===== src/hdl/idal_pkg.sv =====
`default_nettype none

package idal_pkg;

  localparam int ID_BITS     = 32;
  localparam int STACK_DEPTH = 64;

  localparam int CNT_W  = $clog2(STACK_DEPTH + 1);
  localparam int ADDR_W = (STACK_DEPTH > 1) ? $clog2(STACK_DEPTH) : 1;

  localparam int PORT_ID_W = 32;
  localparam int STATUS_W  = 3;
  localparam int FREE_W    = 7;

  localparam logic MODE_ALLOC   = 1'b0;
  localparam logic MODE_RECYCLE = 1'b1;

  typedef logic [ID_BITS-1:0] id_t;
  typedef logic [ID_BITS:0]   fresh_t;
  typedef logic [CNT_W-1:0]   cnt_t;
  typedef logic [ADDR_W-1:0]  addr_t;

  typedef enum logic [STATUS_W-1:0] {
    ST_FRESH     = 3'd0,
    ST_REUSED    = 3'd1,
    ST_RECYCLED  = 3'd2,
    ST_FULL      = 3'd3,
    ST_EXHAUSTED = 3'd4
  } status_t;

  // stack memory request for the cycle
  typedef struct packed {
    logic  we;
    logic  re;
    addr_t addr;
    id_t   wdata;
  } stk_req_t;

  // port-width id in, id masked to ID_BITS
  function automatic id_t port_to_id(logic [PORT_ID_W-1:0] x);
    logic [63:0] w;
    w = 64'(x);
    return w[ID_BITS-1:0];
  endfunction

  function automatic logic [PORT_ID_W-1:0] id_to_port(id_t x);
    logic [63:0] w;
    w = 64'(x);
    return w[PORT_ID_W-1:0];
  endfunction

endpackage

`default_nettype wire


===== src/hdl/idal_ram.sv =====
`default_nettype none

module idal_ram #(
  parameter int DEPTH  = 64,
  parameter int WIDTH  = 32,
  parameter int ADDR_W = 6
) (
  input  wire logic              clk,
  input  wire logic              we,
  input  wire logic              re,
  input  wire logic [ADDR_W-1:0] addr,
  input  wire logic [WIDTH-1:0]  wdata,
  output logic      [WIDTH-1:0]  rdata
);

  logic [WIDTH-1:0] mem [DEPTH];

  always_ff @(posedge clk) begin
    if (we) begin
      mem[addr] <= wdata;
    end
    if (re) begin
      rdata <= mem[addr];
    end
  end

endmodule

`default_nettype wire


===== src/hdl/idal_ctrl.sv =====
`default_nettype none

module idal_ctrl (
  input  wire logic                            clk,
  input  wire logic                            rst,
  input  wire logic                            start,
  input  wire logic                            mode,
  input  wire logic [idal_pkg::PORT_ID_W-1:0]  returned_id,
  input  wire logic                            cfg_wr_en,
  input  wire logic [idal_pkg::PORT_ID_W-1:0]  cfg_wr_data,
  output logic                                 busy,
  output idal_pkg::stk_req_t                   stk_req,
  output logic                                 done,
  output idal_pkg::status_t                    status_q,
  output idal_pkg::id_t                        id_q,
  output idal_pkg::cnt_t                       count
);

  localparam idal_pkg::cnt_t DEPTH_CNT = idal_pkg::CNT_W'(idal_pkg::STACK_DEPTH);

  idal_pkg::fresh_t  fresh_counter;
  idal_pkg::fresh_t  fresh_counter_next;
  idal_pkg::cnt_t    count_next;
  idal_pkg::status_t status_next;
  idal_pkg::id_t     id_next;
  logic              accept;
  logic              stack_full;
  logic              stack_empty;
  logic              exhausted;

  assign accept      = start && !busy;
  assign stack_full  = (count == DEPTH_CNT);
  assign stack_empty = (count == '0);
  assign exhausted   = fresh_counter[idal_pkg::ID_BITS];

  always_comb begin
    fresh_counter_next = fresh_counter;
    count_next         = count;
    status_next        = idal_pkg::ST_FRESH;
    id_next            = '0;
    stk_req.we         = 1'b0;
    stk_req.re         = 1'b0;
    stk_req.addr       = count[idal_pkg::ADDR_W-1:0];
    stk_req.wdata      = idal_pkg::port_to_id(returned_id);
    if (accept) begin
      if (mode == idal_pkg::MODE_RECYCLE) begin
        if (stack_full) begin
          status_next = idal_pkg::ST_FULL;
        end else begin
          stk_req.we  = 1'b1;
          count_next  = count + 1'b1;
          status_next = idal_pkg::ST_RECYCLED;
        end
      end else if (!stack_empty) begin
        // pop: top entry lands in the RAM output register next cycle
        count_next   = count - 1'b1;
        stk_req.re   = 1'b1;
        stk_req.addr = count_next[idal_pkg::ADDR_W-1:0];
        status_next  = idal_pkg::ST_REUSED;
      end else if (exhausted) begin
        status_next = idal_pkg::ST_EXHAUSTED;
      end else begin
        id_next            = fresh_counter[idal_pkg::ID_BITS-1:0];
        fresh_counter_next = fresh_counter + 1'b1;
        status_next        = idal_pkg::ST_FRESH;
      end
    end
    if (cfg_wr_en) begin
      fresh_counter_next = {1'b0, idal_pkg::port_to_id(cfg_wr_data)};
    end
  end

  always_ff @(posedge clk) begin
    if (rst) begin
      busy          <= 1'b1;
      done          <= 1'b0;
      count         <= '0;
      fresh_counter <= '0;
    end else begin
      busy          <= 1'b0;
      done          <= accept;
      count         <= count_next;
      fresh_counter <= fresh_counter_next;
    end
  end

  always_ff @(posedge clk) begin
    status_q <= status_next;
    id_q     <= id_next;
  end

  a_count_bound: assert property (@(posedge clk) disable iff (rst)
    count <= DEPTH_CNT)
    else $error("stack count beyond depth");

  a_done_follows: assert property (@(posedge clk) disable iff (rst)
    accept |=> done)
    else $error("accepted beat without result");

  a_push_grows: assert property (@(posedge clk) disable iff (rst)
    (accept && mode == idal_pkg::MODE_RECYCLE && !stack_full)
      |=> count == idal_pkg::CNT_W'($past(count) + 1'b1))
    else $error("push did not grow the stack");

  a_fresh_hold: assert property (@(posedge clk) disable iff (rst)
    (!cfg_wr_en && !(accept && mode == idal_pkg::MODE_ALLOC && stack_empty && !exhausted))
      |=> $stable(fresh_counter))
    else $error("fresh counter moved without a fresh grant");

endmodule

`default_nettype wire


===== src/hdl/id_allocator_with_recycle_stack_unit.sv =====
`default_nettype none

// Id allocator with a LIFO stack of recycled ids.
// Request: pulse start with mode (0 allocate, 1 recycle) and returned_id; the
// beat is taken at a clock edge where start is high and busy is low. busy is
// only high during reset and up to the first clock edge after it, so a
// request can be taken every cycle.
// Result: done is high for one cycle, in the cycle after the request edge, with
// granted_id, status and free_entries. Throughput is one beat per cycle; a
// reused id comes from the registered read port of the stack memory.
// The receiver cannot stall; each result must be taken in its done cycle.
// Allocation pops the most recently recycled id, else hands out the fresh
// counter. A push onto a full stack is dropped (status 3); with an empty stack
// and the counter past the top id, allocation fails (status 4).
// cfg_wr_en / cfg_wr_data reload the fresh counter; write only while idle.
// Reset clears the stack count and loads the fresh counter with zero. Stack
// entries are not cleared; only entries below the count are ever read.
module id_allocator_with_recycle_stack_unit (
  input  wire logic                                   clk,
  input  wire logic                                   rst,
  input  wire logic                                   start,
  output logic                                        busy,
  input  wire logic                                   mode,
  input  wire logic [idal_pkg::PORT_ID_W-1:0]         returned_id,
  input  wire logic                                   cfg_wr_en,
  input  wire logic [idal_pkg::PORT_ID_W-1:0]         cfg_wr_data,
  output logic                                        done,
  output logic      [idal_pkg::PORT_ID_W-1:0]         granted_id,
  output logic      [idal_pkg::STATUS_W-1:0]          status,
  output logic      [idal_pkg::FREE_W-1:0]            free_entries
);

  idal_pkg::stk_req_t stk_req;
  idal_pkg::status_t  status_q;
  idal_pkg::id_t      id_q;
  idal_pkg::id_t      stk_rdata;
  idal_pkg::cnt_t     count;

  idal_ctrl u_ctrl (
    .clk         (clk),
    .rst         (rst),
    .start       (start),
    .mode        (mode),
    .returned_id (returned_id),
    .cfg_wr_en   (cfg_wr_en),
    .cfg_wr_data (cfg_wr_data),
    .busy        (busy),
    .stk_req     (stk_req),
    .done        (done),
    .status_q    (status_q),
    .id_q        (id_q),
    .count       (count)
  );

  idal_ram #(
    .DEPTH  (idal_pkg::STACK_DEPTH),
    .WIDTH  (idal_pkg::ID_BITS),
    .ADDR_W (idal_pkg::ADDR_W)
  ) u_stack (
    .clk   (clk),
    .we    (stk_req.we),
    .re    (stk_req.re),
    .addr  (stk_req.addr),
    .wdata (stk_req.wdata),
    .rdata (stk_rdata)
  );

  // count register already holds the post-request value in the done cycle
  assign granted_id   = idal_pkg::id_to_port((status_q == idal_pkg::ST_REUSED) ? stk_rdata : id_q);
  assign status       = status_q;
  assign free_entries = idal_pkg::FREE_W'(count);

endmodule

`default_nettype wire


===== config.mk =====
export PLATFORM = sky130hd
export DESIGN_NAME = id_allocator_with_recycle_stack_unit
export DESIGN_NICKNAME = d
export VERILOG_FILES = /design/src/hdl/idal_pkg.sv /design/src/hdl/idal_ram.sv /design/src/hdl/idal_ctrl.sv /design/src/hdl/id_allocator_with_recycle_stack_unit.sv
export SDC_FILE = /design/constraint.sdc
export NUM_CORES = 2
export LEC_CHECK = 0
export BUFFER_PORTS_ARGS = -buffer_cell sky130_fd_sc_hd__buf_2
export CAP_MARGIN = 30
export CORE_MARGIN = 3
export CORE_UTILIZATION = 57
export CTS_BUF_LIST = sky130_fd_sc_hd__clkbuf_8
export DETAILED_ROUTE_END_ITERATION = 8
export PLACE_DENSITY = 0.72
export SKIP_LAST_GASP = 1
export SLEW_MARGIN = 0
export SYNTH_ARGS = -nofsm -noshare
export SYNTH_HDL_FRONTEND = slang
export SYNTH_HIERARCHICAL = 1
export SYNTH_SLANG_ARGS = --single-unit

===== constraint.sdc =====
create_clock -name clk -period 8.4 [get_ports clk]
set_input_delay 1.26 -clock clk [delete_from_list [all_inputs] [get_ports clk]]
set_output_delay 1.26 -clock clk [all_outputs]
set_load 0.02 [all_outputs]

==> insert_results.sql <==
INSERT INTO impl_metrics (metric_group, metric, value, unit) VALUES
('power', 'sw_frac_of_total', '25.64', '%'),
('yosys', 'synth_cell_types', '73', ''),
('power', 'power.clock.fraction', '35.2', '%'),
('yosys', 'post_synth.cell_area_avg', '17.73', 'um2'),
('worst_setup_path', 'critical_path.slowest_cell', 'sky130_fd_sc_hd__a2111oi_0', ''),
('power', 'total_switching_power', '0.005814', 'W'),
('yosys', 'yosys_most_used_dff', 'sky130_fd_sc_hd__edfxtp_1', ''),
('grt', 'globalRouteTotalUtil', '29.09', '%'),
('yosys', 'synth-edff-count', '2080', ''),
('worst_setup_path', 'crit_path_max_fanout', '108', ''),
('route', 'route.detailed.drc', '0', ''),
('power', 'max_rail_drop_vdd', '0.0002126', 'V'),
('layout', 'layout_common_cells', 'sky130_fd_sc_hd__edfxtp_1, sky130_fd_sc_hd__clkbuf_8, sky130_fd_sc_hd__mux2i_1', ''),
('clock_tree', 'cts_inserted_buffers', '348', ''),
('worst_setup_path', 'slowest_delay', '0.81', 'ns'),
('grt', 'gr-total-overflow', '0', ''),
('sta', 'grt_setup_unrepaired', 'false', ''),
('yosys', 'number_of_warnings_issued_by_yosys', '6', ''),
('layout', 'final_util', '64.29', '%'),
('grt', 'most_heavily_used_metal_layer_in_global_routing', 'met2', ''),
('placed_design', 'portBuffers', '112', ''),
('power', 'cellLeakagePower', '30.00', 'nW'),
('layout', 'layout-drive-gt1-share', '20.33', '%'),
('worst_setup_path', 'critical_path.n_buffers_inverters', '5', ''),
('placed_design', 'gpl.final_weighted_congestion', '0.9312', ''),
('worst_setup_path', 'critPathLaunchType', 'flip-flop', ''),
('layout', 'finalInstanceArea', '0.09291', 'mm2'),
('route', 'routed-via-count', '48016', ''),
('clock_tree', 'insertion_delay', '1.05', 'ns'),
('clock_tree', 'postCtsHoldBufs', '0', ''),
('route', 'wire_per_inst', '31.06', 'um'),
('route', 'viasPerCell', '6.728', ''),
('grt', 'grt_first_pass_wirelength', '320500', 'um'),
('sta', 'timing.final.hold_violations', '0', ''),
('clock_tree', 'post_cts_buffers', '0', ''),
('grt', 'number_of_global_route_vias_before_repair', '45914', ''),
('worst_setup_path', 'crit-reg2reg-capture', 'u_stack/rdata[18]$_DFFE_PP_', ''),
('job', 'cap_viol_max_count', '0', ''),
('route', 'drt_iter0_drc', '7340', ''),
('sta', 'total_negative_setup_slacks', '0', 'ns'),
('clock_tree', 'clockBufferDepth', '4', ''),
('worst_hold_path', 'hold_path_class', 'input port to flip-flop', ''),
('sta', 'timing.final.setup_violations', '0', ''),
('worst_setup_path', 'rr_startpoint', 'u_ctrl/count[0]$_SDFFE_PP0P_', ''),
('floorplanning', 'die_h', '388.8', 'um'),
('power', 'comb_power_share', '12.2', '%'),
('worst_hold_path', 'hold-path-cell-count', '3', ''),
('grt', 'grt_start_max_net_pins', '128', ''),
('sta', 'maxSlewViolCount', '0', ''),
('power', 'internal_power', '0.01686', 'W'),
('floorplanning', 'design.die.area', '0.1511', 'mm2'),
('layout', 'syn2layout_area_growth', '11.26', '%'),
('sta', 'least_setup_slack_across_all_paths_after_layout', '1.902', 'ns'),
('sta', 'max_slew.worst_pin.slew', '1.128', 'ns'),
('yosys', 'syn_area', '0.08350', 'mm2'),
('yosys', 'synth_area_leader_cell', 'sky130_fd_sc_hd__edfxtp_1', ''),
('worst_hold_path', 'timing.hold.worst.start', 'cfg_wr_data[11]', ''),
('outcome', 'outcome', 'complete, no violations', ''),
('clock_tree', 'cts_root_buffer_type', 'sky130_fd_sc_hd__clkbuf_8', ''),
('clock_tree', 'resize_count_post_cts', '0', ''),
('worst_setup_path', 'path_cells', 'inv_1 > ha_1 > or3b_2 > nor2_1 > nor3_4 > buf_4 > a21oi_1 > a31oi_4 > buf_12 > buf_4 > mux4_2 > mux2i_1 > nor2_1 > a2111oi_0 > buf_1 > nand3_1', ''),
('yosys', 'synth.net_count', '4782', ''),
('floorplanning', 'initial_core_util', '57.78', '%'),
('grt', 'met1_usage', '42.08', '%'),
('clock_tree', 'h_tree_levels', '5', ''),
('power', 'cellPowerDensity', '244.1', 'mW/mm2'),
('sta', 'maxClockFrequency', '153.9', 'MHz'),
('yosys', 'synth_top_area_share', '74.80', '%'),
('sta', 'final_min_period_over_clock_period', '77.36', '%'),
('yosys', 'yosys_register_bits', '2157', ''),
('worst_setup_path', 'count_of_cells_along_the_worst_register_to_register_path', '16', '');
-- worst max path at each step --
| stage | from | to | slack [ns] | depth (start not counted) |
|---|---|---|---|---|
| detailed placement | mode | u_stack/rdata[18]$_DFFE_PP_ | 1.89 | 13 |
| global placement | mode | u_stack/rdata[18]$_DFFE_PP_ | 1.70 | 12 |
| floorplan | mode | u_stack/mem[12][0]$_DFFE_PP_ | 1.61 | 13 |
| global route | u_ctrl/count[0]$_SDFFE_PP0P_ | u_stack/rdata[18]$_DFFE_PP_ | 1.81 | 16 |
| CTS | u_ctrl/count[0]$_SDFFE_PP0P_ | u_stack/mem[49][26]$_DFFE_PP_ | 2.18 | 12 |
| finish | u_ctrl/count[0]$_SDFFE_PP0P_ | u_stack/rdata[18]$_DFFE_PP_ | 1.90 | 16 |
-- cell type report --
type	instances	area [um2]	share of cell area, %
flip-flops and latches	2157	64000	68.89
multi-input cells	2185	18380	19.78
repair buffers	285	2130	2.292
well taps	1903	2381	2.563
clock buffers	355	4886	5.259
inverters	9	41.29	0.04444
clock inverters	237	1081	1.164
diodes	6	15.01	0.01616
-- worst register-to-register path: stages, from the launching register on --
cell and delay (ns):
sky130_fd_sc_hd__dfxtp_1 0.47, sky130_fd_sc_hd__inv_1 0.16, sky130_fd_sc_hd__ha_1 0.24, sky130_fd_sc_hd__or3b_2 0.20, sky130_fd_sc_hd__nor2_1 0.10, sky130_fd_sc_hd__nor3_4 0.39, sky130_fd_sc_hd__buf_4 0.62, sky130_fd_sc_hd__a21oi_1 0.27
sky130_fd_sc_hd__a31oi_4 0.31, sky130_fd_sc_hd__buf_12 0.51, sky130_fd_sc_hd__buf_4 0.81, sky130_fd_sc_hd__mux4_2 0.52, sky130_fd_sc_hd__mux2i_1 0.27, sky130_fd_sc_hd__nor2_1 0.16, sky130_fd_sc_hd__a2111oi_0 0.81, sky130_fd_sc_hd__buf_1 0.25
sky130_fd_sc_hd__nand3_1 0.11
-- sequential cells by signal, indices dropped and copies added, names as in the netlist --
register              cells
u_ctrl/count              7
u_ctrl/busy               1
u_stack/mem            2048
u_stack/rdata            32
u_ctrl/status_q           3
u_ctrl/fresh_counter     33
u_ctrl/id_q              32
u_ctrl/done               1
-- per-layer routing --
metal	vias up	wire length [um]
met2	3565	100100
met3	431	30350
met1	24138	84630
met4	8	6440
met5	-	95
li1	19874	-
-- metrics by stage --
| step | total power, W | hold slack [ns] | instances |
|---|---|---|---|
| 2_1_floorplan | 0.01391 | 0.4636 | 4709 |
| 3_3_place_gp | 0.01480 | 0.4956 | 6521 |
| 3_5_place_dp | 0.01484 | 0.4969 | 6533 |
| 4_1_cts | 0.02270 | 0.3662 | 7125 |
| 5_1_grt | 0.02340 | 0.4292 | 7134 |
| 6_report | 0.02268 | 0.4639 | 7137 |
-- kinds of logic (layout without fill, tap and decap cells) --
kind of cell	Yosys count	count (layout)	share of synthesized area, %
compound gates	997	997	8.670
xor+xnor	35	35	0.3671
fa+ha+maj	4	4	0.05994
buf+inv	367	886	2.105
flops	2157	2157	76.64
mux	536	536	8.133
other cells	0	6	0
simple gates	613	613	4.020
-- Yosys cell counts (96+ instances only) --
master / number
sky130_fd_sc_hd__a22oi_1: 188
sky130_fd_sc_hd__edfxtp_1: 2080
sky130_fd_sc_hd__nor2_1: 184
sky130_fd_sc_hd__clkbuf_1: 183
sky130_fd_sc_hd__a21oi_1: 133
sky130_fd_sc_hd__mux4_2: 96
sky130_fd_sc_hd__a221oi_1: 175
sky130_fd_sc_hd__and3_1: 97
sky130_fd_sc_hd__o22ai_1: 97
sky130_fd_sc_hd__o21ai_0: 100
sky130_fd_sc_hd__mux2i_1: 260
sky130_fd_sc_hd__mux2_2: 178
-- power by group through the flow --
stage                     combinational, W  sequential, W  clock [W]
after CTS                          0.00271         0.0119    0.00807
after detailed placement           0.00270         0.0121          0
after global placement             0.00266         0.0121          0
after global routing               0.00291         0.0119    0.00858
after floorplan                    0.00180         0.0121          0
final                              0.00277         0.0119    0.00799
(Power assumes the default switching activity.)
